### src/hw/rtl/etxle_pkg.sv
// Shared types and constants of the ETX link estimator table.
// No dependencies; imported by the core.
package etxle_pkg;

   localparam int ALPHA_W     = 7;
   localparam int ETX_W       = 16;
   localparam int FRESH_W     = 8;
   localparam int CSR_IDX_W   = 3;
   localparam int CSR_DATA_W  = 32;
   localparam int ACC_W       = 23;
   localparam int RECIP_W     = 26;
   localparam int RECIP_SHIFT = 32;
   localparam int RCP_W       = ACC_W + RECIP_W;

   localparam logic [ALPHA_W-1:0] PCT_SCALE  = 7'd100;
   localparam int                 ETX_START  = 2;
   localparam logic [RECIP_W-1:0] RECIP_100  = 26'd42949672;

   localparam logic [1:0] OP_TX_DONE = 2'd0;
   localparam logic [1:0] OP_RX      = 2'd1;
   localparam logic [1:0] OP_TICK    = 2'd2;

   localparam logic [1:0] ST_OK         = 2'd0;
   localparam logic [1:0] ST_NO_ACK     = 2'd1;
   localparam logic [1:0] ST_QUEUE_FULL = 2'd2;
   localparam logic [1:0] ST_ERROR      = 2'd3;

   localparam logic [1:0] RES_UPDATED    = 2'd0;
   localparam logic [1:0] RES_IGNORED    = 2'd1;
   localparam logic [1:0] RES_TABLE_FULL = 2'd2;
   localparam logic [1:0] RES_QUEUE_DROP = 2'd3;

   localparam logic [CSR_IDX_W-1:0] CSR_FRESH_TARGET    = 3'd0;
   localparam logic [CSR_IDX_W-1:0] CSR_FRESH_MAX       = 3'd1;
   localparam logic [CSR_IDX_W-1:0] CSR_FRESH_EXPIRY    = 3'd2;
   localparam logic [CSR_IDX_W-1:0] CSR_ALPHA_NORMAL    = 3'd3;
   localparam logic [CSR_IDX_W-1:0] CSR_ALPHA_BOOTSTRAP = 3'd4;
   localparam logic [CSR_IDX_W-1:0] CSR_NOACK_PENALTY   = 3'd5;

   localparam logic [7:0]  RST_FRESH_TARGET    = 8'd4;
   localparam logic [7:0]  RST_FRESH_MAX       = 8'd16;
   localparam logic [31:0] RST_FRESH_EXPIRY    = 32'd76800;
   localparam logic [6:0]  RST_ALPHA_NORMAL    = 7'd10;
   localparam logic [6:0]  RST_ALPHA_BOOTSTRAP = 7'd25;
   localparam logic [5:0]  RST_NOACK_PENALTY   = 6'd12;

   typedef struct packed {
      logic [1:0]  op;
      logic [63:0] nbr_addr;
      logic [1:0]  tx_status;
      logic [5:0]  tx_tries;
      logic [31:0] now;
   } req_type;

   typedef struct packed {
      logic [3:0]  entry_index;
      logic [15:0] etx_value;
      logic [7:0]  fresh_value;
      logic [1:0]  result_code;
   } rsp_type;

   typedef struct packed {
      logic [ETX_W-1:0]   etx;
      logic [FRESH_W-1:0] fresh;
   } ent_type;

   typedef enum logic [3:0] {
      S_IDLE,
      S_SEARCH,
      S_TICK,
      S_LOAD,
      S_MUL,
      S_SUM,
      S_RECIP,
      S_FIX,
      S_RESP
   } state_type;

endpackage

### src/hw/rtl/etxle_ram.sv
// Generic single-write, single-read RAM with registered read data.
// No dependencies.
module etxle_ram #(
   parameter int WIDTH = 24,
   parameter int DEPTH = 16,
   parameter int AW    = (DEPTH > 1) ? $clog2(DEPTH) : 1
) (
   input  logic             clock,
   input  logic             wr_en,
   input  logic [AW-1:0]    wr_addr,
   input  logic [WIDTH-1:0] wr_data,
   input  logic [AW-1:0]    rd_addr,
   output logic [WIDTH-1:0] rd_data
);

   logic [WIDTH-1:0] mem_ff [DEPTH];
   logic [WIDTH-1:0] rd_data_ff;

   always_ff @(posedge clock) begin
      if (wr_en) begin
         mem_ff[wr_addr] <= wr_data;
      end
      rd_data_ff <= mem_ff[rd_addr];
   end

   assign rd_data = rd_data_ff;

endmodule

### src/hw/rtl/etx_link_estimator_table_core.sv
// Top level of the ETX link estimator table: neighbor lookup, EWMA update, aging.
// Depends on etxle_pkg and etxle_ram.
//
// One item at a time. A transmit-done or receive item walks the address memory one
// entry per cycle through its single read port, and the EWMA adds two multiplies, a
// reciprocal multiply by 1/100 and a correction step. An aging tick walks the entry
// memory the same way. Items ignored at decode go straight to the response state.
// Valid bits sit in flip-flops, so no clearing pass follows reset. The result waits
// in an output register, and the next item is taken from the cycle after the result
// is loaded there, even while it waits.
module etx_link_estimator_table_core import etxle_pkg::*; #(
   parameter int NUM_NEIGHBORS = 16,
   parameter int ADDR_BITS     = 64,
   parameter int ETX_DIV       = 128
) (
   input  logic                  clock,
   input  logic                  reset,
   input  logic                  req_valid,
   output logic                  req_ready,
   input  req_type               req_data,
   output logic                  rsp_valid,
   input  logic                  rsp_ready,
   output rsp_type               rsp_data,
   input  logic                  csr_wr_en,
   input  logic [CSR_IDX_W-1:0]  csr_index,
   input  logic [CSR_DATA_W-1:0] csr_wdata
);

   localparam int IDX_W   = (NUM_NEIGHBORS > 1) ? $clog2(NUM_NEIGHBORS) : 1;
   localparam int CNT_W   = $clog2(NUM_NEIGHBORS + 1);
   localparam int DIV_W   = $clog2(ETX_DIV + 1);
   localparam int PKT_W   = 7 + DIV_W;
   localparam int ENT_W   = $bits(ent_type);
   localparam int Q_W     = RCP_W - RECIP_SHIFT;
   localparam logic [ETX_W-1:0] ETX_RX_INIT = ETX_W'(ETX_START * ETX_DIV);
   localparam logic [CNT_W-1:0] NUM_CNT     = CNT_W'(NUM_NEIGHBORS);

   state_type state_ff, state_in;
   req_type   req_ff, req_in;
   rsp_type   res_ff, res_in;
   rsp_type   rsp_data_ff, rsp_data_in;
   logic      rsp_valid_ff, rsp_valid_in;

   logic [CNT_W-1:0]         scan_ff, scan_in;
   logic                     pend_ff, pend_in;
   logic [IDX_W-1:0]         pend_idx_ff, pend_idx_in;
   logic                     free_fnd_ff, free_fnd_in;
   logic [IDX_W-1:0]         free_idx_ff, free_idx_in;
   logic [IDX_W-1:0]         slot_ff, slot_in;
   logic                     new_ff, new_in;
   logic [NUM_NEIGHBORS-1:0] valid_ff, valid_in;

   logic [FRESH_W-1:0] wk_fresh_ff, wk_fresh_in;
   logic [ETX_W-1:0]   wk_etx_ff, wk_etx_in;
   logic [PKT_W-1:0]   wk_pkt_ff, wk_pkt_in;
   logic [ALPHA_W-1:0] wk_alpha_ff, wk_alpha_in;
   logic [ACC_W-1:0]   acc_ff, acc_in;
   logic [RCP_W-1:0]   rcp_ff, rcp_in;

   logic [7:0]  fresh_target_ff, fresh_max_ff;
   logic [31:0] fresh_expiry_ff;
   logic [6:0]  alpha_normal_ff, alpha_bootstrap_ff;
   logic [5:0]  noack_penalty_ff;

   logic                 addr_wr_en;
   logic [IDX_W-1:0]     addr_wr_idx;
   logic [IDX_W-1:0]     addr_rd_idx;
   logic [ADDR_BITS-1:0] addr_rd_data;
   logic                 data_wr_en;
   logic [IDX_W-1:0]     data_wr_idx;
   ent_type              data_wr_val;
   logic [IDX_W-1:0]     data_rd_idx;
   ent_type              data_rd_val;

   logic               scan_live;
   logic [IDX_W-1:0]   scan_idx;
   logic               hit;
   ent_type            cur;
   logic [8:0]         f_sum;
   logic [FRESH_W-1:0] f_new;
   logic [6:0]         count;
   logic [PKT_W-1:0]   pkt;
   logic               fresh_ok;
   logic [ALPHA_W-1:0] alpha_raw;
   logic [ALPHA_W-1:0] alpha_sat;
   logic [Q_W-1:0]     q0;
   logic [ACC_W-1:0]   rem;
   logic [Q_W-1:0]     quot;
   logic [ETX_W-1:0]   etx_new;

   etxle_ram #(.WIDTH(ADDR_BITS), .DEPTH(NUM_NEIGHBORS), .AW(IDX_W)) u_addr_ram (
      .clock   (clock),
      .wr_en   (addr_wr_en),
      .wr_addr (addr_wr_idx),
      .wr_data (req_ff.nbr_addr[ADDR_BITS-1:0]),
      .rd_addr (addr_rd_idx),
      .rd_data (addr_rd_data)
   );

   etxle_ram #(.WIDTH(ENT_W), .DEPTH(NUM_NEIGHBORS), .AW(IDX_W)) u_data_ram (
      .clock   (clock),
      .wr_en   (data_wr_en),
      .wr_addr (data_wr_idx),
      .wr_data (data_wr_val),
      .rd_addr (data_rd_idx),
      .rd_data (data_rd_val)
   );

   always_ff @(posedge clock) begin
      if (reset) begin
         fresh_target_ff    <= RST_FRESH_TARGET;
         fresh_max_ff       <= RST_FRESH_MAX;
         fresh_expiry_ff    <= RST_FRESH_EXPIRY;
         alpha_normal_ff    <= RST_ALPHA_NORMAL;
         alpha_bootstrap_ff <= RST_ALPHA_BOOTSTRAP;
         noack_penalty_ff   <= RST_NOACK_PENALTY;
      end else if (csr_wr_en) begin
         case (csr_index)
            CSR_FRESH_TARGET:    fresh_target_ff    <= csr_wdata[7:0];
            CSR_FRESH_MAX:       fresh_max_ff       <= csr_wdata[7:0];
            CSR_FRESH_EXPIRY:    fresh_expiry_ff    <= csr_wdata[31:0];
            CSR_ALPHA_NORMAL:    alpha_normal_ff    <= csr_wdata[6:0];
            CSR_ALPHA_BOOTSTRAP: alpha_bootstrap_ff <= csr_wdata[6:0];
            CSR_NOACK_PENALTY:   noack_penalty_ff   <= csr_wdata[5:0];
            default: ;
         endcase
      end
   end

   always_ff @(posedge clock) begin
      if (reset) begin
         state_ff     <= S_IDLE;
         rsp_valid_ff <= 1'b0;
         valid_ff     <= '0;
         scan_ff      <= '0;
         pend_ff      <= 1'b0;
         free_fnd_ff  <= 1'b0;
         new_ff       <= 1'b0;
      end else begin
         state_ff     <= state_in;
         rsp_valid_ff <= rsp_valid_in;
         valid_ff     <= valid_in;
         scan_ff      <= scan_in;
         pend_ff      <= pend_in;
         free_fnd_ff  <= free_fnd_in;
         new_ff       <= new_in;
      end
   end

   always_ff @(posedge clock) begin
      req_ff      <= req_in;
      res_ff      <= res_in;
      rsp_data_ff <= rsp_data_in;
      pend_idx_ff <= pend_idx_in;
      free_idx_ff <= free_idx_in;
      slot_ff     <= slot_in;
      wk_fresh_ff <= wk_fresh_in;
      wk_etx_ff   <= wk_etx_in;
      wk_pkt_ff   <= wk_pkt_in;
      wk_alpha_ff <= wk_alpha_in;
      acc_ff      <= acc_in;
      rcp_ff      <= rcp_in;
   end

   always_comb begin
      scan_live = (scan_ff < NUM_CNT);
      scan_idx  = scan_ff[IDX_W-1:0];
      hit       = pend_ff && valid_ff[pend_idx_ff] &&
                  (addr_rd_data == req_ff.nbr_addr[ADDR_BITS-1:0]);
      cur       = new_ff ? ent_type'('0) : data_rd_val;

      f_sum     = 9'(cur.fresh) + 9'(req_ff.tx_tries);
      f_new     = (f_sum > 9'(fresh_max_ff)) ? fresh_max_ff : f_sum[7:0];
      count     = 7'(req_ff.tx_tries) +
                  ((req_ff.tx_status == ST_NO_ACK) ? 7'(noack_penalty_ff) : 7'd0);
      pkt       = PKT_W'(count) * PKT_W'(ETX_DIV);
      fresh_ok  = (fresh_expiry_ff != 32'd0) && (f_new >= fresh_target_ff);
      alpha_raw = fresh_ok ? alpha_normal_ff : alpha_bootstrap_ff;
      alpha_sat = (alpha_raw > PCT_SCALE) ? PCT_SCALE : alpha_raw;

      q0   = rcp_ff[RCP_W-1:RECIP_SHIFT];
      rem  = acc_ff - ACC_W'(q0) * ACC_W'(PCT_SCALE);
      quot = (rem >= ACC_W'(PCT_SCALE)) ? q0 + Q_W'(1) : q0;
      etx_new = '0;

      state_in     = state_ff;
      req_in       = req_ff;
      res_in       = res_ff;
      rsp_data_in  = rsp_data_ff;
      rsp_valid_in = rsp_valid_ff && !rsp_ready;
      scan_in      = scan_ff;
      pend_in      = pend_ff;
      pend_idx_in  = pend_idx_ff;
      free_fnd_in  = free_fnd_ff;
      free_idx_in  = free_idx_ff;
      slot_in      = slot_ff;
      new_in       = new_ff;
      valid_in     = valid_ff;
      wk_fresh_in  = wk_fresh_ff;
      wk_etx_in    = wk_etx_ff;
      wk_pkt_in    = wk_pkt_ff;
      wk_alpha_in  = wk_alpha_ff;
      acc_in       = acc_ff;
      rcp_in       = rcp_ff;

      addr_wr_en  = 1'b0;
      addr_wr_idx = free_idx_ff;
      addr_rd_idx = scan_idx;
      data_wr_en  = 1'b0;
      data_wr_idx = slot_ff;
      data_wr_val = cur;
      data_rd_idx = scan_idx;

      req_ready = (state_ff == S_IDLE);

      case (state_ff)
         S_IDLE: begin
            if (req_valid) begin
               req_in      = req_data;
               scan_in     = '0;
               pend_in     = 1'b0;
               free_fnd_in = 1'b0;
               new_in      = 1'b0;
               res_in      = '0;
               case (req_data.op)
                  OP_TICK: state_in = S_TICK;
                  OP_RX:   state_in = S_SEARCH;
                  OP_TX_DONE: begin
                     if (req_data.tx_status == ST_ERROR) begin
                        res_in.result_code = RES_IGNORED;
                        state_in = S_RESP;
                     end else begin
                        state_in = S_SEARCH;
                     end
                  end
                  default: begin
                     res_in.result_code = RES_IGNORED;
                     state_in = S_RESP;
                  end
               endcase
            end
         end

         S_SEARCH: begin
            if (scan_live) begin
               scan_in     = scan_ff + CNT_W'(1);
               pend_in     = 1'b1;
               pend_idx_in = scan_idx;
               if (!valid_ff[scan_idx] && !free_fnd_ff) begin
                  free_fnd_in = 1'b1;
                  free_idx_in = scan_idx;
               end
            end else begin
               pend_in = 1'b0;
            end
            if (hit) begin
               slot_in     = pend_idx_ff;
               data_rd_idx = pend_idx_ff;
               state_in    = S_LOAD;
            end else if (!pend_ff && !scan_live) begin
               if (req_ff.op == OP_TX_DONE && req_ff.tx_status != ST_OK) begin
                  res_in.result_code = RES_IGNORED;
                  state_in = S_RESP;
               end else if (!free_fnd_ff) begin
                  res_in.result_code = RES_TABLE_FULL;
                  state_in = S_RESP;
               end else begin
                  valid_in[free_idx_ff] = 1'b1;
                  addr_wr_en = 1'b1;
                  slot_in    = free_idx_ff;
                  new_in     = 1'b1;
                  state_in   = S_LOAD;
               end
            end
         end

         S_TICK: begin
            if (scan_live) begin
               scan_in     = scan_ff + CNT_W'(1);
               pend_in     = 1'b1;
               pend_idx_in = scan_idx;
            end else begin
               pend_in = 1'b0;
            end
            if (pend_ff && valid_ff[pend_idx_ff]) begin
               data_wr_en        = 1'b1;
               data_wr_idx       = pend_idx_ff;
               data_wr_val.etx   = data_rd_val.etx;
               data_wr_val.fresh = data_rd_val.fresh >> 1;
            end
            if (!pend_ff && !scan_live) begin
               res_in.result_code = RES_UPDATED;
               state_in = S_RESP;
            end
         end

         S_LOAD: begin
            res_in.entry_index = 4'(slot_ff);
            res_in.etx_value   = cur.etx;
            res_in.fresh_value = cur.fresh;
            if (req_ff.op == OP_RX) begin
               etx_new            = (cur.etx == '0) ? ETX_RX_INIT : cur.etx;
               data_wr_en         = 1'b1;
               data_wr_val.etx    = etx_new;
               res_in.etx_value   = etx_new;
               res_in.result_code = RES_UPDATED;
               state_in           = S_RESP;
            end else if (req_ff.tx_status == ST_QUEUE_FULL) begin
               res_in.result_code = RES_QUEUE_DROP;
               state_in           = S_RESP;
            end else begin
               wk_fresh_in = f_new;
               wk_etx_in   = cur.etx;
               wk_pkt_in   = pkt;
               wk_alpha_in = alpha_sat;
               if (cur.etx == '0) begin
                  etx_new            = ETX_W'(pkt);
                  data_wr_en         = 1'b1;
                  data_wr_val.etx    = etx_new;
                  data_wr_val.fresh  = f_new;
                  res_in.etx_value   = etx_new;
                  res_in.fresh_value = f_new;
                  res_in.result_code = RES_UPDATED;
                  state_in           = S_RESP;
               end else begin
                  state_in = S_MUL;
               end
            end
         end

         S_MUL: begin
            acc_in   = ACC_W'(wk_etx_ff) * ACC_W'(PCT_SCALE - wk_alpha_ff);
            state_in = S_SUM;
         end

         S_SUM: begin
            acc_in   = acc_ff + ACC_W'(wk_pkt_ff) * ACC_W'(wk_alpha_ff);
            state_in = S_RECIP;
         end

         S_RECIP: begin
            rcp_in   = RCP_W'(acc_ff) * RCP_W'(RECIP_100);
            state_in = S_FIX;
         end

         S_FIX: begin
            etx_new            = ETX_W'(quot);
            data_wr_en         = 1'b1;
            data_wr_val.etx    = etx_new;
            data_wr_val.fresh  = wk_fresh_ff;
            res_in.entry_index = 4'(slot_ff);
            res_in.etx_value   = etx_new;
            res_in.fresh_value = wk_fresh_ff;
            res_in.result_code = RES_UPDATED;
            state_in           = S_RESP;
         end

         S_RESP: begin
            if (!rsp_valid_ff || rsp_ready) begin
               rsp_valid_in = 1'b1;
               rsp_data_in  = res_ff;
               state_in     = S_IDLE;
            end
         end

         default: state_in = S_IDLE;
      endcase
   end

   assign rsp_valid = rsp_valid_ff;
   assign rsp_data  = rsp_data_ff;

   a_full_means_full: assert property (@(posedge clock) disable iff (reset)
      (state_ff == S_RESP && res_ff.result_code == RES_TABLE_FULL) |-> (&valid_ff))
      else $error("table full reported with a free entry");

   a_write_valid_entry: assert property (@(posedge clock) disable iff (reset)
      data_wr_en |-> valid_ff[data_wr_idx])
      else $error("entry memory written at an invalid slot");

   a_busy_after_transfer: assert property (@(posedge clock) disable iff (reset)
      (req_valid && req_ready) |=> (state_ff != S_IDLE))
      else $error("idle right after an input transfer");

   a_valid_grows: assert property (@(posedge clock) disable iff (reset)
      !$past(reset) |-> ($countones(valid_ff) >= $countones($past(valid_ff))))
      else $error("valid entry lost");

endmodule
### config.mk
export PLATFORM = sky130hd
export DESIGN_NAME = etx_link_estimator_table_core
export DESIGN_NICKNAME = d
export VERILOG_FILES = /design/src/hw/rtl/etxle_pkg.sv /design/src/hw/rtl/etxle_ram.sv /design/src/hw/rtl/etx_link_estimator_table_core.sv
export SDC_FILE = /design/constraint.sdc
export NUM_CORES = 2
export LEC_CHECK = 0
export BUFFER_PORTS_ARGS = -buffer_cell sky130_fd_sc_hd__clkbuf_2
export CAP_MARGIN = 20
export CORE_MARGIN = 2
export CORE_UTILIZATION = 40
export CTS_CLUSTER_DIAMETER = 50
export CTS_CLUSTER_SIZE = 12
export DETAILED_ROUTE_END_ITERATION = 12
export HOLD_SLACK_MARGIN = 0.1
export PLACE_DENSITY = 0.67
export SYNTH_ARGS = -nofsm -noshare
export SYNTH_HDL_FRONTEND = slang
export SYNTH_SLANG_ARGS = --single-unit
### constraint.sdc
create_clock -name clock -period 12.08 [get_ports clock]
set_input_delay 2.416 -clock clock [delete_from_list [all_inputs] [get_ports clock]]
set_output_delay 2.416 -clock clock [all_outputs]
set_load 0.05 [all_outputs]
==> reports/metrics.yaml <==
worst-r2r-cell-count: 24
numCtsBuffers: 188
grt_use_total_pct: 18.6
crit_family: "compound AO/OA/AOI/OAI gates"
dp_cells: 8479
peakVddDrop_mv: 0.159
drc: 0
grt_pass1_wl_microns: 310000
die_w_microns: 471
pwr-share-clk_pct: 32.0
syn-num-nets: 6507
max_slew.worst_pin.slew_ps: 1110
stdcell_count: 8834
switching_power_uw: 4990
ys_async_sr_fraction_pct: 0
io_buffer_count: 145
cpMostUsedCell: "ha_1"
cts_buffer_depth: 3
slew_headroom_pct: 25.4
cts_hold_buf: 0
max_freq_ghz: 0.125
critPathCaptureType: "flip-flop"
hold_path_class: "flip-flop to flip-flop"
num_vias: 47824
hold_depth: 0
layout_min_cycle_time_ps: 8000
globalplace.congestion: 0.872
cts.sinks: 1817
critical_path.cell_chain: "ha_1, ha_1, ha_1, ha_1, a21o_1, a21oi_1, o21bai_1, a21oi_1, o21bai_1, a211o_1, a2111oi_0, o31ai_1, a21oi_1, xor2_1, ha_1, mux2i_1, o2111ai_1, or4_1, and4bb_1, nand4_1, nor4_4, a211oi_1, mux2i_1, o211ai_1"
ys_seq_area_share_pct: 60.4
period_share_pct: 66.2
skew_ps: 102
pwr-share-comb_pct: 20.0
synth_area_per_cell_sq_um: 15.6
yosysWarningCount: 0
p_seq_share_pct: 48.0
first_global_vias: 49234
synth_top_family_by_area: "adder cells"
fillCellCount: 18782
power.density_nw_per_um2: 176
p_int_uw: 12200
ctsResizeCount: 0
status: "finished clean"
ctsRootBufferMaster: "clkbuf_16"
tns_ps: 0
setup_violations: 0
gr-total-overflow: 0
reg2reg_slack_ps: 4080
initial_core_util_pct: 40.2
synthAdderAreaFrac_pct: 13.8
finalWirelength_microns: 207000
dieArea_sq_um: 222000
min-delay-start: "res_ff[2]$_DFFE_PP_"
area_growth_pct: 12.0
p_leak_uw: 0.0356
nets: 6739
syn-cell-area_sq_um: 87200
worst_path_max_delay_cell: "nor4_4"
slew_violations: 0
swShare_pct: 29.0
rows: 171
htreeDepth: 4
ys_ff_latch: 1817
firstDrtPassIters: 6
first_iter_violations: 4347
die_h_microns: 471
cts_tree: "yes"
rsz0062_at_grt: "false"
worstSetupPathType: "flip-flop to flip-flop"
yosys.area_share.simple_pct: 5.57
finalHoldViolCount: 0
synth.distinct_cells: 75
synth-compound-area-share_pct: 4.23
antenna_found_initial: 12
routedWlPerCell_microns: 23.4
routed_via_density: 5.41
ys.flop_type: "edfxtp_1"
synth_edf_count: 1632
cap_violations: 0
final_antenna_net_count: 0
r2r_end: "u_data_ram.mem_ff[6][19]$_DFFE_PP_"
hpwlAfterDp_microns: 128000
yosys.area_share.xor_xnor_pct: 1.67
worst-path-buf-inv: 0
cp.required_ps: 12450
crit_arrival_ps: 8370
slowest_delay_ps: 750
drive_above_1_share_pct: 16.7
io_pins: 178
clk_latency_ps: 840
synth_cells: 5589
core_sq_um: 217000
grt_start_max_net_pins: 192
path_max_fanout: 16
r2r-start: "rcp_ff[32]$_DFFE_PP_"
clk_pin_slew_ps: 60
worstSetupStartpointType: "flip-flop"
post_cts_buffers: 0
hold_path_end: "rsp_data[2]$_DFFE_PP_"
muxShareOfSynthArea_pct: 11.3
-- kinds of logic (layout without fill, tap and decap cells) --
logic type,Yosys count,after routing
buffers and inverters,700,1087
adder cells (fa/ha/maj),772,772
flip-flops,1817,1817
XOR/XNOR,166,166
other,0,4
multiplexers,559,559
AND/OR/NAND/NOR,1019,1019
AO/OA/AOI/OAI,556,556
-- area by class of cell --
cell class                      instances  area, sq um  area share (%)
Timing Repair Buffer                  243         1520            1.56
Tap cell                             2854         3570            3.66
Antenna cell                            4         10.0          0.0102
Multi-Input combinational cell       3072        32100            32.8
Clock buffer                          296         5190            5.32
Inverter                              499         1880            1.92
Clock inverter                         49          686           0.702
Sequential cell                      1817        52700            54.0
-- cell usage after synthesis, drive strengths merged, types with 110 or more instances --
cell    instances  area [sq um]
dfxtp         185          3700
a21oi         156           781
edfxtp       1632         49000
nand2         406          1520
clkbuf        137           514
mux2          110          1240
fa            312          6250
o211ai        112           841
xnor2         137          1200
mux4          330          7430
inv           499          1870
nor2          197           739
mux2i         119          1190
ha            460          5760
-- metal layers --
layer | track usage (%) | routed length [microns] | vias up
met5 | 0 | 13 | -
met4 | 5.92 | 6110 | 2
met3 | 2.60 | 11500 | 306
li1 | - | - | 21272
met2 | 31.6 | 104000 | 1478
met1 | 24.7 | 85200 | 24766
-- sequential cells by signal, summed over array words and instances (netlist names), 16 cells and up --
signal	count
acc_ff	23
fresh_expiry_ff	32
rcp_ff	17
req_ff	74
res_ff	30
rsp_data	30
u_addr_ram.mem_ff	1024
u_addr_ram.rd_data	64
u_data_ram.mem_ff	384
u_data_ram.rd_data	24
valid_ff	16
wk_etx_ff	16
-- worst max-delay path by stage --
| stage | startpoint | to | slack (ps) | depth (start not counted) |
|---|---|---|---|---|
| after floorplan | rcp_ff[35]$_DFFE_PP_ | u_data_ram.mem_ff[0][14]$_DFFE_PP_ | 5260 | 25 |
| after global placement | rcp_ff[32]$_DFFE_PP_ | u_data_ram.mem_ff[4][9]$_DFFE_PP_ | 3990 | 24 |
| after detailed placement | rcp_ff[32]$_DFFE_PP_ | u_data_ram.mem_ff[10][9]$_DFFE_PP_ | 3870 | 24 |
| after CTS | rcp_ff[32]$_DFFE_PP_ | u_data_ram.mem_ff[15][9]$_DFFE_PP_ | 3850 | 24 |
| after global routing | rcp_ff[32]$_DFFE_PP_ | u_data_ram.mem_ff[6][19]$_DFFE_PP_ | 3430 | 23 |
| final | rcp_ff[32]$_DFFE_PP_ | u_data_ram.mem_ff[6][19]$_DFFE_PP_ | 4080 | 24 |
-- layout by cell type (no fill, tap or decap), types with 33 or more instances in the layout --
| cell | instances |
|---|---|
| mux4_2 | 330 |
| mux2_2 | 110 |
| a21o_1 | 34 |
| nand3_1 | 33 |
| ha_1 | 460 |
| dfxtp_1 | 181 |
| nand2_1 | 406 |
| a21oi_1 | 156 |
| nor2b_1 | 47 |
| o211ai_1 | 112 |
| xnor2_1 | 136 |
| mux2i_1 | 117 |
| and2_1 | 99 |
| clkbuf_2 | 145 |
| clkbuf_1 | 100 |
| nor2_1 | 166 |
| o21ai_0 | 85 |
| edfxtp_1 | 1632 |
| fa_1 | 312 |
| nand2b_1 | 39 |
| nor3_1 | 34 |
| inv_1 | 498 |
| clkbuf_16 | 189 |
| nand4_1 | 53 |
| buf_4 | 95 |
-- per-stage QoR --
stage	worst slack (ps)	power (uW)	hold WS (ps)	instance area (sq um)	utilization (%)
after detailed placement	3870	11800	406	91700	42.3
after global routing	3430	18000	431	97700	45.0
after floorplan	5260	10600	400	87200	-
after CTS	3850	17300	421	97600	45.0
final	4080	17200	421	97700	45.0
after global placement	3990	11700	405	91700	42.3
-- power by group through the flow --
stage	Sequential, uW	Clock (uW)	Combinational (uW)
floorplan	8250	0	2390
global placement	8340	0	3380
detailed placement	8380	0	3430
CTS	8250	5610	3460
global route	8310	5850	3810
finish	8250	5500	3440
Power figures use the tool's default switching activity.
